**src/sv/mahd_pkg.sv**
```systemverilog
// shared types, code constants and lookup tables of the audio header decoder
`default_nettype none

package mahd_pkg;

    // status codes
    localparam logic [1:0] ST_OK   = 2'd0;
    localparam logic [1:0] ST_BAD  = 2'd1;
    localparam logic [1:0] ST_FREE = 2'd2;

    // reserved and special header codes
    localparam logic [1:0] VER_RESERVED   = 2'b01;
    localparam logic [1:0] LCODE_RESERVED = 2'b00;
    localparam logic [1:0] LCODE_L1       = 2'b11;
    localparam logic [1:0] LCODE_L3       = 2'b01;
    localparam logic [3:0] BR_FREE        = 4'h0;
    localparam logic [3:0] BR_BAD         = 4'hF;
    localparam logic [1:0] SR_RESERVED    = 2'b11;

    // samples per frame classes
    localparam logic [1:0] SPF_SEL_384  = 2'd0;
    localparam logic [1:0] SPF_SEL_576  = 2'd1;
    localparam logic [1:0] SPF_SEL_1152 = 2'd2;

    localparam logic [10:0] SPF_384  = 11'd384;
    localparam logic [10:0] SPF_576  = 11'd576;
    localparam logic [10:0] SPF_1152 = 11'd1152;

    // frame length scale factors
    localparam int unsigned LEN_SCALE_L1 = 12000;
    localparam int unsigned LEN_SCALE_L23 = 144000;

    // base sample rates and their reciprocals scaled by 2^32
    localparam int unsigned RECIP_SHIFT = 32;
    localparam logic [15:0] BASE_44100 = 16'd44100;
    localparam logic [15:0] BASE_48000 = 16'd48000;
    localparam logic [15:0] BASE_32000 = 16'd32000;
    localparam logic [17:0] RECIP_44100 = 18'((64'd1 << RECIP_SHIFT) / 64'd44100);
    localparam logic [17:0] RECIP_48000 = 18'((64'd1 << RECIP_SHIFT) / 64'd48000);
    localparam logic [17:0] RECIP_32000 = 18'((64'd1 << RECIP_SHIFT) / 64'd32000);

    // datapath widths of the frame length path
    localparam int unsigned NUM_W = 29;
    localparam int unsigned QEST_W = 15;

    // kbit/s by [lsf][layer code][bitrate index], layer code 3 is layer I
    localparam int unsigned KBPS_TAB [2][4][16] = '{
        '{
            '{0, 0, 0, 0, 0, 0, 0, 0, 0, 0, 0, 0, 0, 0, 0, 0},
            '{0, 32, 40, 48, 56, 64, 80, 96, 112, 128, 160, 192, 224, 256, 320, 0},
            '{0, 32, 48, 56, 64, 80, 96, 112, 128, 160, 192, 224, 256, 320, 384, 0},
            '{0, 32, 64, 96, 128, 160, 192, 224, 256, 288, 320, 352, 384, 416, 448, 0}
        },
        '{
            '{0, 0, 0, 0, 0, 0, 0, 0, 0, 0, 0, 0, 0, 0, 0, 0},
            '{0, 8, 16, 24, 32, 40, 48, 56, 64, 80, 96, 112, 128, 144, 160, 0},
            '{0, 8, 16, 24, 32, 40, 48, 56, 64, 80, 96, 112, 128, 144, 160, 0},
            '{0, 32, 48, 56, 64, 80, 96, 112, 128, 144, 160, 176, 192, 224, 256, 0}
        }
    };

    // decoded header fields carried down the pipeline
    typedef struct packed {
        logic [1:0]  status;
        logic [1:0]  layer;
        logic        lsf;
        logic [3:0]  rate_index;
        logic [15:0] sample_rate_hz;
        logic        crc_protected;
        logic [1:0]  channel_mode;
        logic [1:0]  mode_extension;
        logic [10:0] samples_per_frame;
        logic [17:0] frame_duration_us;
        logic [18:0] bitrate_bps;
    } hdr_info_t;

    // request for the frame length path
    typedef struct packed {
        logic [8:0] kbps;
        logic [1:0] num_shift;
        logic [1:0] sr_idx;
        logic       pad;
        logic       layer_one;
    } len_req_t;

    // frame length path work in flight
    typedef struct packed {
        logic [NUM_W-1:0]  num;
        logic [QEST_W-1:0] q_est;
        logic [1:0]        sr_idx;
        logic              pad;
        logic              layer_one;
    } len_work_t;

    // sample rate in hertz by rate index
    function automatic logic [15:0] sample_rate_of(input logic [3:0] rate_index);
        logic [15:0] hz;
        unique case (rate_index)
            4'd0:    hz = 16'd44100;
            4'd1:    hz = 16'd48000;
            4'd2:    hz = 16'd32000;
            4'd3:    hz = 16'd22050;
            4'd4:    hz = 16'd24000;
            4'd5:    hz = 16'd16000;
            4'd6:    hz = 16'd11025;
            4'd7:    hz = 16'd12000;
            4'd8:    hz = 16'd8000;
            default: hz = 16'd0;
        endcase
        return hz;
    endfunction

    // frame duration in microseconds by rate index and frame size class
    function automatic logic [17:0] duration_of(input logic [3:0] rate_index,
                                                input logic [1:0] spf_sel);
        logic [17:0] d384;
        logic [17:0] d576;
        logic [17:0] d1152;
        logic [17:0] dur;
        unique case (rate_index)
            4'd0: begin
                d384 = 18'd8707;   d576 = 18'd13061; d1152 = 18'd26122;
            end
            4'd1: begin
                d384 = 18'd8000;   d576 = 18'd12000; d1152 = 18'd24000;
            end
            4'd2: begin
                d384 = 18'd12000;  d576 = 18'd18000; d1152 = 18'd36000;
            end
            4'd3: begin
                d384 = 18'd17414;  d576 = 18'd26122; d1152 = 18'd52244;
            end
            4'd4: begin
                d384 = 18'd16000;  d576 = 18'd24000; d1152 = 18'd48000;
            end
            4'd5: begin
                d384 = 18'd24000;  d576 = 18'd36000; d1152 = 18'd72000;
            end
            4'd6: begin
                d384 = 18'd34829;  d576 = 18'd52244; d1152 = 18'd104489;
            end
            4'd7: begin
                d384 = 18'd32000;  d576 = 18'd48000; d1152 = 18'd96000;
            end
            4'd8: begin
                d384 = 18'd48000;  d576 = 18'd72000; d1152 = 18'd144000;
            end
            default: begin
                d384 = 18'd0;      d576 = 18'd0;     d1152 = 18'd0;
            end
        endcase
        unique case (spf_sel)
            SPF_SEL_384:  dur = d384;
            SPF_SEL_576:  dur = d576;
            SPF_SEL_1152: dur = d1152;
            default:      dur = 18'd0;
        endcase
        return dur;
    endfunction

    // base sample rate by sample rate code
    function automatic logic [15:0] base_of(input logic [1:0] sr_idx);
        logic [15:0] b;
        unique case (sr_idx)
            2'd0:    b = BASE_44100;
            2'd1:    b = BASE_48000;
            2'd2:    b = BASE_32000;
            default: b = BASE_44100;
        endcase
        return b;
    endfunction

    // scaled reciprocal of the base sample rate
    function automatic logic [17:0] recip_of(input logic [1:0] sr_idx);
        logic [17:0] m;
        unique case (sr_idx)
            2'd0:    m = RECIP_44100;
            2'd1:    m = RECIP_48000;
            2'd2:    m = RECIP_32000;
            default: m = RECIP_44100;
        endcase
        return m;
    endfunction

endpackage

`default_nettype wire

```
**src/sv/mahd_decode.sv**
```systemverilog
// field decode, validity checks and table lookups of one header word
`default_nettype none

module mahd_decode (
    input  wire logic [31:0]         header_word,
    output mahd_pkg::hdr_info_t      info,
    output mahd_pkg::len_req_t       req
);
    import mahd_pkg::*;

    logic       sync_ok;
    logic [1:0] ver;
    logic [1:0] lcode;
    logic [3:0] br_idx;
    logic [1:0] sr_idx;
    logic       invalid;
    logic       lsf;
    logic       mpeg25;
    logic [1:0] shift;
    logic [1:0] layer;
    logic [3:0] rate_index;
    logic [1:0] spf_sel;
    logic [10:0] spf;
    logic [8:0] kbps;

    // raw header fields and checks
    assign sync_ok = &header_word[31:21];
    assign ver     = header_word[20:19];
    assign lcode   = header_word[18:17];
    assign br_idx  = header_word[15:12];
    assign sr_idx  = header_word[11:10];
    assign invalid = !sync_ok || (ver == VER_RESERVED) || (lcode == LCODE_RESERVED)
                     || (br_idx == BR_BAD) || (sr_idx == SR_RESERVED);

    // version, layer and sample rate index
    assign lsf        = header_word[20] ? !header_word[19] : 1'b1;
    assign mpeg25     = !header_word[20];
    assign shift      = {1'b0, lsf} + {1'b0, mpeg25};
    assign layer      = 2'(3'd4 - {1'b0, lcode});
    assign rate_index = {2'b00, sr_idx} + {2'b00, shift} + {1'b0, shift, 1'b0};

    // samples per frame class
    always_comb begin
        priority if (lcode == LCODE_L1) begin
            spf_sel = SPF_SEL_384;
            spf     = SPF_384;
        end else if (lcode == LCODE_L3 && lsf) begin
            spf_sel = SPF_SEL_576;
            spf     = SPF_576;
        end else begin
            spf_sel = SPF_SEL_1152;
            spf     = SPF_1152;
        end
    end

    assign kbps = 9'(KBPS_TAB[lsf][lcode][br_idx]);

    // decoded fields, cleared on a bad header
    always_comb begin
        info = '0;
        req  = '0;
        if (invalid) begin
            info.status = ST_BAD;
        end else begin
            info.status            = (br_idx == BR_FREE) ? ST_FREE : ST_OK;
            info.layer             = layer;
            info.lsf               = lsf;
            info.rate_index        = rate_index;
            info.sample_rate_hz    = sample_rate_of(rate_index);
            info.crc_protected     = !header_word[16];
            info.channel_mode      = header_word[7:6];
            info.mode_extension    = header_word[5:4];
            info.samples_per_frame = spf;
            info.frame_duration_us = duration_of(rate_index, spf_sel);
            info.bitrate_bps       = 19'({10'b0, kbps} * 19'd1000);
            req.kbps               = kbps;
            req.num_shift          = (lcode == LCODE_L3) ? {1'b0, mpeg25} : shift;
            req.sr_idx             = sr_idx;
            req.pad                = header_word[9];
            req.layer_one          = (lcode == LCODE_L1);
        end
    end

endmodule

`default_nettype wire

```
**src/sv/mpeg_audio_header_decode.sv**
```systemverilog
// top level: four stage pipeline decoding audio frame header words
//
// Usage: one 32-bit frame header word enters on the s_ channel (s_valid /
// s_ready) and exactly one decoded item leaves on the m_ channel (m_valid /
// m_ready), in order. Status reports ok, a bad header (all other fields
// zero) or free format (bit rate and frame length zero).
// An item passes the stages in order and m_valid rises once it is in the
// output register. One item is taken in every cycle until a stall at the
// output has filled all stages; the work is split over four register stages:
// decode and table lookup, frame length numerator, multiplication by the
// reciprocal of the base sample rate, and remainder correction into the output register.
// Each stage holds its own valid bit and is loaded whenever it is empty or
// its successor moves, so bubbles close up and the block keeps taking items
// while results wait in the output register. When m_ready is low the output
// register holds its item and the stages behind it fill; s_ready falls once
// all four stages hold items. Nothing is lost or repeated under stall.
// Reset (aresetn low at a clock edge) empties all stages; no other state.
`default_nettype none

module mpeg_audio_header_decode (
    input  wire logic        aclk,
    input  wire logic        aresetn,
    input  wire logic        s_valid,
    output logic             s_ready,
    input  wire logic [31:0] s_header_word,
    output logic             m_valid,
    input  wire logic        m_ready,
    output logic [1:0]       m_status,
    output logic [1:0]       m_layer,
    output logic             m_lsf,
    output logic [3:0]       m_rate_index,
    output logic [15:0]      m_sample_rate_hz,
    output logic             m_crc_protected,
    output logic [1:0]       m_channel_mode,
    output logic [1:0]       m_mode_extension,
    output logic [10:0]      m_samples_per_frame,
    output logic [17:0]      m_frame_duration_us,
    output logic [18:0]      m_bitrate_bps,
    output logic [11:0]      m_frame_bytes
);
    import mahd_pkg::*;

    hdr_info_t dec_info;
    len_req_t  dec_req;

    // stage valid bits and advance enables
    logic v1_reg, v2_reg, v3_reg, v4_reg;
    logic en1, en2, en3, en4;

    // stage payloads
    hdr_info_t info1_reg, info2_reg, info3_reg, info4_reg;
    len_req_t  req1_reg;
    len_work_t work2_reg, work2_next;
    len_work_t work3_reg, work3_next;
    logic [11:0] bytes4_reg, bytes4_next;

    // stage two, three and four arithmetic
    logic [NUM_W+17:0]   recip_prod;
    logic [15:0]         base4;
    logic [NUM_W+1:0]    base_prod;
    logic [NUM_W+1:0]    remainder;
    logic [QEST_W-1:0]   q_fixed;
    logic [QEST_W-1:0]   q_padded;
    logic [28:0]         scaled;

    mahd_decode u_decode (
        .header_word (s_header_word),
        .info        (dec_info),
        .req         (dec_req)
    );

    // handshake chain from the output back to the input
    assign en4     = !v4_reg || m_ready;
    assign en3     = !v3_reg || en4;
    assign en2     = !v2_reg || en3;
    assign en1     = !v1_reg || en2;
    assign s_ready = en1;
    assign m_valid = v4_reg;

    always_ff @(posedge aclk) begin
        if (!aresetn) begin
            v1_reg <= 1'b0;
            v2_reg <= 1'b0;
            v3_reg <= 1'b0;
            v4_reg <= 1'b0;
        end else begin
            if (en1) v1_reg <= s_valid;
            if (en2) v2_reg <= v1_reg;
            if (en3) v3_reg <= v2_reg;
            if (en4) v4_reg <= v3_reg;
        end
    end

    // stage two: numerator kbps times scale, shifted by the rate divisor
    always_comb begin
        scaled = 29'(req1_reg.kbps) * (req1_reg.layer_one ? 29'(LEN_SCALE_L1)
                                                          : 29'(LEN_SCALE_L23));
        work2_next           = '0;
        work2_next.num       = NUM_W'(scaled << req1_reg.num_shift);
        work2_next.sr_idx    = req1_reg.sr_idx;
        work2_next.pad       = req1_reg.pad;
        work2_next.layer_one = req1_reg.layer_one;
    end

    // stage three: quotient estimate by the scaled reciprocal
    always_comb begin
        recip_prod       = (NUM_W+18)'(work2_reg.num) * (NUM_W+18)'(recip_of(work2_reg.sr_idx));
        work3_next       = work2_reg;
        work3_next.q_est = recip_prod[RECIP_SHIFT +: QEST_W];
    end

    // stage four: remainder correction, padding and layer I slot size
    always_comb begin
        base4     = base_of(work3_reg.sr_idx);
        base_prod = (NUM_W+2)'(work3_reg.q_est) * (NUM_W+2)'(base4);
        remainder = (NUM_W+2)'(work3_reg.num) - base_prod;
        q_fixed   = work3_reg.q_est + QEST_W'(remainder >= (NUM_W+2)'(base4));
        q_padded  = q_fixed + QEST_W'(work3_reg.pad);
        if (info3_reg.status != ST_OK) begin
            bytes4_next = 12'd0;
        end else if (work3_reg.layer_one) begin
            bytes4_next = {q_padded[9:0], 2'b00};
        end else begin
            bytes4_next = q_padded[11:0];
        end
    end

    // payload registers
    always_ff @(posedge aclk) begin
        if (en1) begin
            info1_reg <= dec_info;
            req1_reg  <= dec_req;
        end
        if (en2) begin
            info2_reg <= info1_reg;
            work2_reg <= work2_next;
        end
        if (en3) begin
            info3_reg <= info2_reg;
            work3_reg <= work3_next;
        end
        if (en4) begin
            info4_reg  <= info3_reg;
            bytes4_reg <= bytes4_next;
        end
    end

    // output ports
    assign m_status            = info4_reg.status;
    assign m_layer             = info4_reg.layer;
    assign m_lsf               = info4_reg.lsf;
    assign m_rate_index        = info4_reg.rate_index;
    assign m_sample_rate_hz    = info4_reg.sample_rate_hz;
    assign m_crc_protected     = info4_reg.crc_protected;
    assign m_channel_mode      = info4_reg.channel_mode;
    assign m_mode_extension    = info4_reg.mode_extension;
    assign m_samples_per_frame = info4_reg.samples_per_frame;
    assign m_frame_duration_us = info4_reg.frame_duration_us;
    assign m_bitrate_bps       = info4_reg.bitrate_bps;
    assign m_frame_bytes       = bytes4_reg;

endmodule

`default_nettype wire
```
**config.mk**
```make
export PLATFORM = sky130hd
export DESIGN_NAME = mpeg_audio_header_decode
export DESIGN_NICKNAME = d
export VERILOG_FILES = /design/src/sv/mahd_pkg.sv /design/src/sv/mahd_decode.sv /design/src/sv/mpeg_audio_header_decode.sv
export SDC_FILE = /design/constraint.sdc
export NUM_CORES = 2
export LEC_CHECK = 0
export BUFFER_PORTS_ARGS = -buffer_cell sky130_fd_sc_hd__buf_2
export CAP_MARGIN = 20
export CORE_ASPECT_RATIO = 0.5
export CORE_MARGIN = 2
export CORE_UTILIZATION = 64
export DETAILED_ROUTE_END_ITERATION = 6
export GPL_ROUTABILITY_DRIVEN = 0
export GPL_TIMING_DRIVEN = 0
export MAX_ROUTING_LAYER = met4
export PLACE_DENSITY = 0.82
export SKIP_CTS_REPAIR_TIMING = 1
export SLEW_MARGIN = 20
export SYNTH_ARGS = -nofsm -noshare
export SYNTH_HDL_FRONTEND = slang
export SYNTH_SLANG_ARGS = --single-unit
```
**constraint.sdc**
```tcl
create_clock -name aclk -period 12 [get_ports aclk]
set_input_delay 1.8 -clock aclk [delete_from_list [all_inputs] [get_ports aclk]]
set_output_delay 1.8 -clock aclk [all_outputs]
set_load 0.01 [all_outputs]
```
==> Flow_metrics.wiki <==
{| class="wikitable"
! Metric !! Value
|-
| Gr ovfl total || 0
|-
| Max Buffers Root-to-Sink || 3
|-
| Worst endpoint data arrival time || 11,420 ps
|-
| Crit path required time || 12,360 ps
|-
| Setup repair after global routing missed its margin || no
|-
| H-tree levels || 1
|-
| Number of iterations in the first detailed-routing pass || 7
|-
| Outcome || finished, violations left
|-
| Setup tns final || 0 ps
|-
| Detail Placement HPWL || 57,300 um
|-
| Number of cells on the worst reg-to-reg path || 38
|-
| Clock network latency to the later pin of the worst-skew pair || 620 ps
|-
| Post-route cell area || 34,700 um2
|-
| Number of cells traversed by the worst hold path || 0
|-
| CTS clk-pin slew, worst paths || 80 ps
|-
| Most frequent cells after synthesis || inv_1 (650), fa_1 (407), ha_1 (375), edfxtp_1 (336), nor2_1 (138)
|-
| Worst relative slew slack || 39.7%
|-
| Port Buffers || 107
|-
| Ys async rst share || 0%
|-
| Initial antenna violation count || 1
|-
| Final ANT Viol Nets || 0
|-
| Fin cells || 3,720
|-
| Leading area contributor after synthesis || edfxtp_1
|-
| Yosys synthesis warning count || 0
|-
| Failing checks || DRC
|-
| Minimum setup slack in the final design || 932 ps
|-
| Critical Path Sink Type || register
|-
| Number of placement rows || 57
|-
| Post-synthesis to final-layout area growth || 8.07%
|-
| Effective utilization at floorplan || 65.5%
|-
| Max-capacitance violation count || 0
|-
| Wire length of the first global-routing pass || 117,000 um
|-
| Worst-path cell with the longest stage delay || nor4b_1
|-
| DIE WIDTH || 321 um
|-
| Drc violations || 2
|-
| Total of flip-flops plus latches after synthesis || 340
|-
| Post-synth top area share || 31.5%
|-
| Final number of max-transition violations || 0
|-
| Transition time at the pin with the least slew margin || 902 ps
|-
| Final cycle utilization of the critical path || 92.2%
|-
| Routed len/inst || 19.4 um
|-
| Final hold slack || 407 ps
|-
| Final-report setup violation count || 0
|-
| Top FF cell, synth || edfxtp_1
|-
| Class of the tightest hold or removal check || reg2reg
|-
| Iteration-0 DRC count of the detailed router || 2,181
|-
| Total global routing track utilization || 29.5%
|-
| Clock tree root buffer cell || clkbuf_16
|-
| Share of layout cells above drive strength 1 || 6.68%
|-
| TritonCTS clock tree || yes
|-
| Max Clock Freq || 90.3 MHz
|-
| Worst-case vdd ir drop || 128 uV
|-
| Num Clock Sinks || 340
|-
| Post-detailed-placement cell area || 33,600 um2
|-
| Number of enable flip-flop cells after synthesis || 336
|-
| Setup slack at placement || 1270 ps
|-
| Nature of the critical path startpoint || register
|-
| Hold Fails Final Rpt || 0
|-
| Die extent in y || 162 um
|-
| Inserted Clock Buffers || 31
|-
| Top post-synthesis cells by area || edfxtp_1 (31%), fa_1 (25%), ha_1 (15%), inv_1 (7.6%), and2_1 (2.0%)
|-
| Area of the die || 52,000 um2
|-
| Placed Instances || 3,660
|-
| Via density per instance || 5.80
|-
| Post-layout nets || 3,862
|-
| Top-count cell post-synth || inv_1
|-
| Setup CP Type || reg2reg
|-
| Mapped Area || 32,100 um2
|-
| Synth Instances || 2,887
|-
| Vias in the first global route || 22,400
|-
| Largest net degree at the start of global routing || 58
|-
| Cell Pwr Density || 78.7 nW/um2
|-
| Boundary pin count || 128
|-
| Floorplan core area || 49,000 um2
|-
| Delay contributed by the slowest stage of the critical path || 560 ps
|-
| Drt total wl || 72,300 um
|-
| Max Clock Skew || 26.0 ps
|-
| Mapped Avg Cell Area || 11.1 um2
|-
| Number of unique standard cell types used by synthesis || 74
|-
| Vias post-DR || 21,600
|-
| Crit path max fanout || 10
|-
| Post-layout minimum cycle time || 11,070 ps
|-
| Portion of the post-synthesis area used by sequential elements || 31.7%
|-
| Static Leak || 17.7 nW
|}
## path summary, 6_finish.rpt
kind / startpoint / to / slack, ps
max: work3_reg[2] / m_frame_bytes[11] / 930
min: info2_reg[62] / info3_reg[62] / 410
max reg2reg: work3_reg[2] / m_frame_bytes[11] / 930
min reg2reg: info2_reg[62] / info3_reg[62] / 410
## worst max-delay path, delay by kind of cell (launching register included)
kind                       cells  cell delay [ps]
DFF                            1              430
and+or+nand+nor               11             3050
adders and majority gates     10             4320
buffers and inverters          9             1570
xor gates and xnor gates       1              170
AOI/OAI and AO/OA              7             1240
## layer usage
| layer | routed length [um] | GRT usage [%] |
|---|---|---|
| met1 | 28100 | 37.2 |
| met2 | 35200 | 49.2 |
| met3 | 6620 | 5.85 |
| met4 | 2380 | 8.37 |
| met5 | 0 | - |
## power by group
part           leakage, nW  internal (W)  switching, W  total (W)
Sequential            4.15       0.00129    0.00000265    0.00129
Clock                0.513      0.000559      0.000466    0.00102
Combinational         13.0      0.000171      0.000238   0.000409
Total                 17.7       0.00202      0.000706    0.00273
## cell type report
class | count | area (um2)
Antenna cell | 2 | 5.00
Buffer | 92 | 407
Clock buffer | 37 | 818
Clock inverter | 21 | 223
Fill cell | 3294 | 14300
Inverter | 654 | 2460
Multi-Input combinational cell | 1813 | 19100
Sequential cell | 340 | 10200
Tap cell | 649 | 812
Timing Repair Buffer | 112 | 666
## kinds of logic (layout without fill, tap and decap cells)
logic type                 count (synthesis)  count (layout)  synth area share [%]
adders and majority gates                782             782                  40.0
other                                      1              15                0.0117
muxes                                     40              40                  1.38
buffers and inverters                    746             916                  8.92
xor gates and xnor gates                  65              65                  1.78
AOI/OAI and AO/OA                        349             349                  7.04
and+or+nand+nor                          564             564                  9.13
DFF                                      340             340                  31.7
## placed cells by master, fill, tap and decap left out, drive strengths merged, types with 52 or more instances in the layout
| master | instances |
|---|---|
| nand2 | 101 |
| nor2 | 139 |
| xnor2 | 52 |
| clkbuf | 106 |
| inv | 653 |
| fa | 407 |
| edfxtp | 336 |
| ha | 375 |
| o21ai | 64 |
| buf | 135 |
| and2 | 103 |
| nand2b | 73 |
| a21oi | 111 |
## stage by stage
step,utilization (%),power (W)
finish,70.7,0.00273
global route,70.7,0.00282
CTS,70.7,0.00273
detailed placement,68.6,0.00171
global placement,68.3,0.00169
floorplan,-,0.00162
No activity file was read; power rests on OpenSTA's default activity.
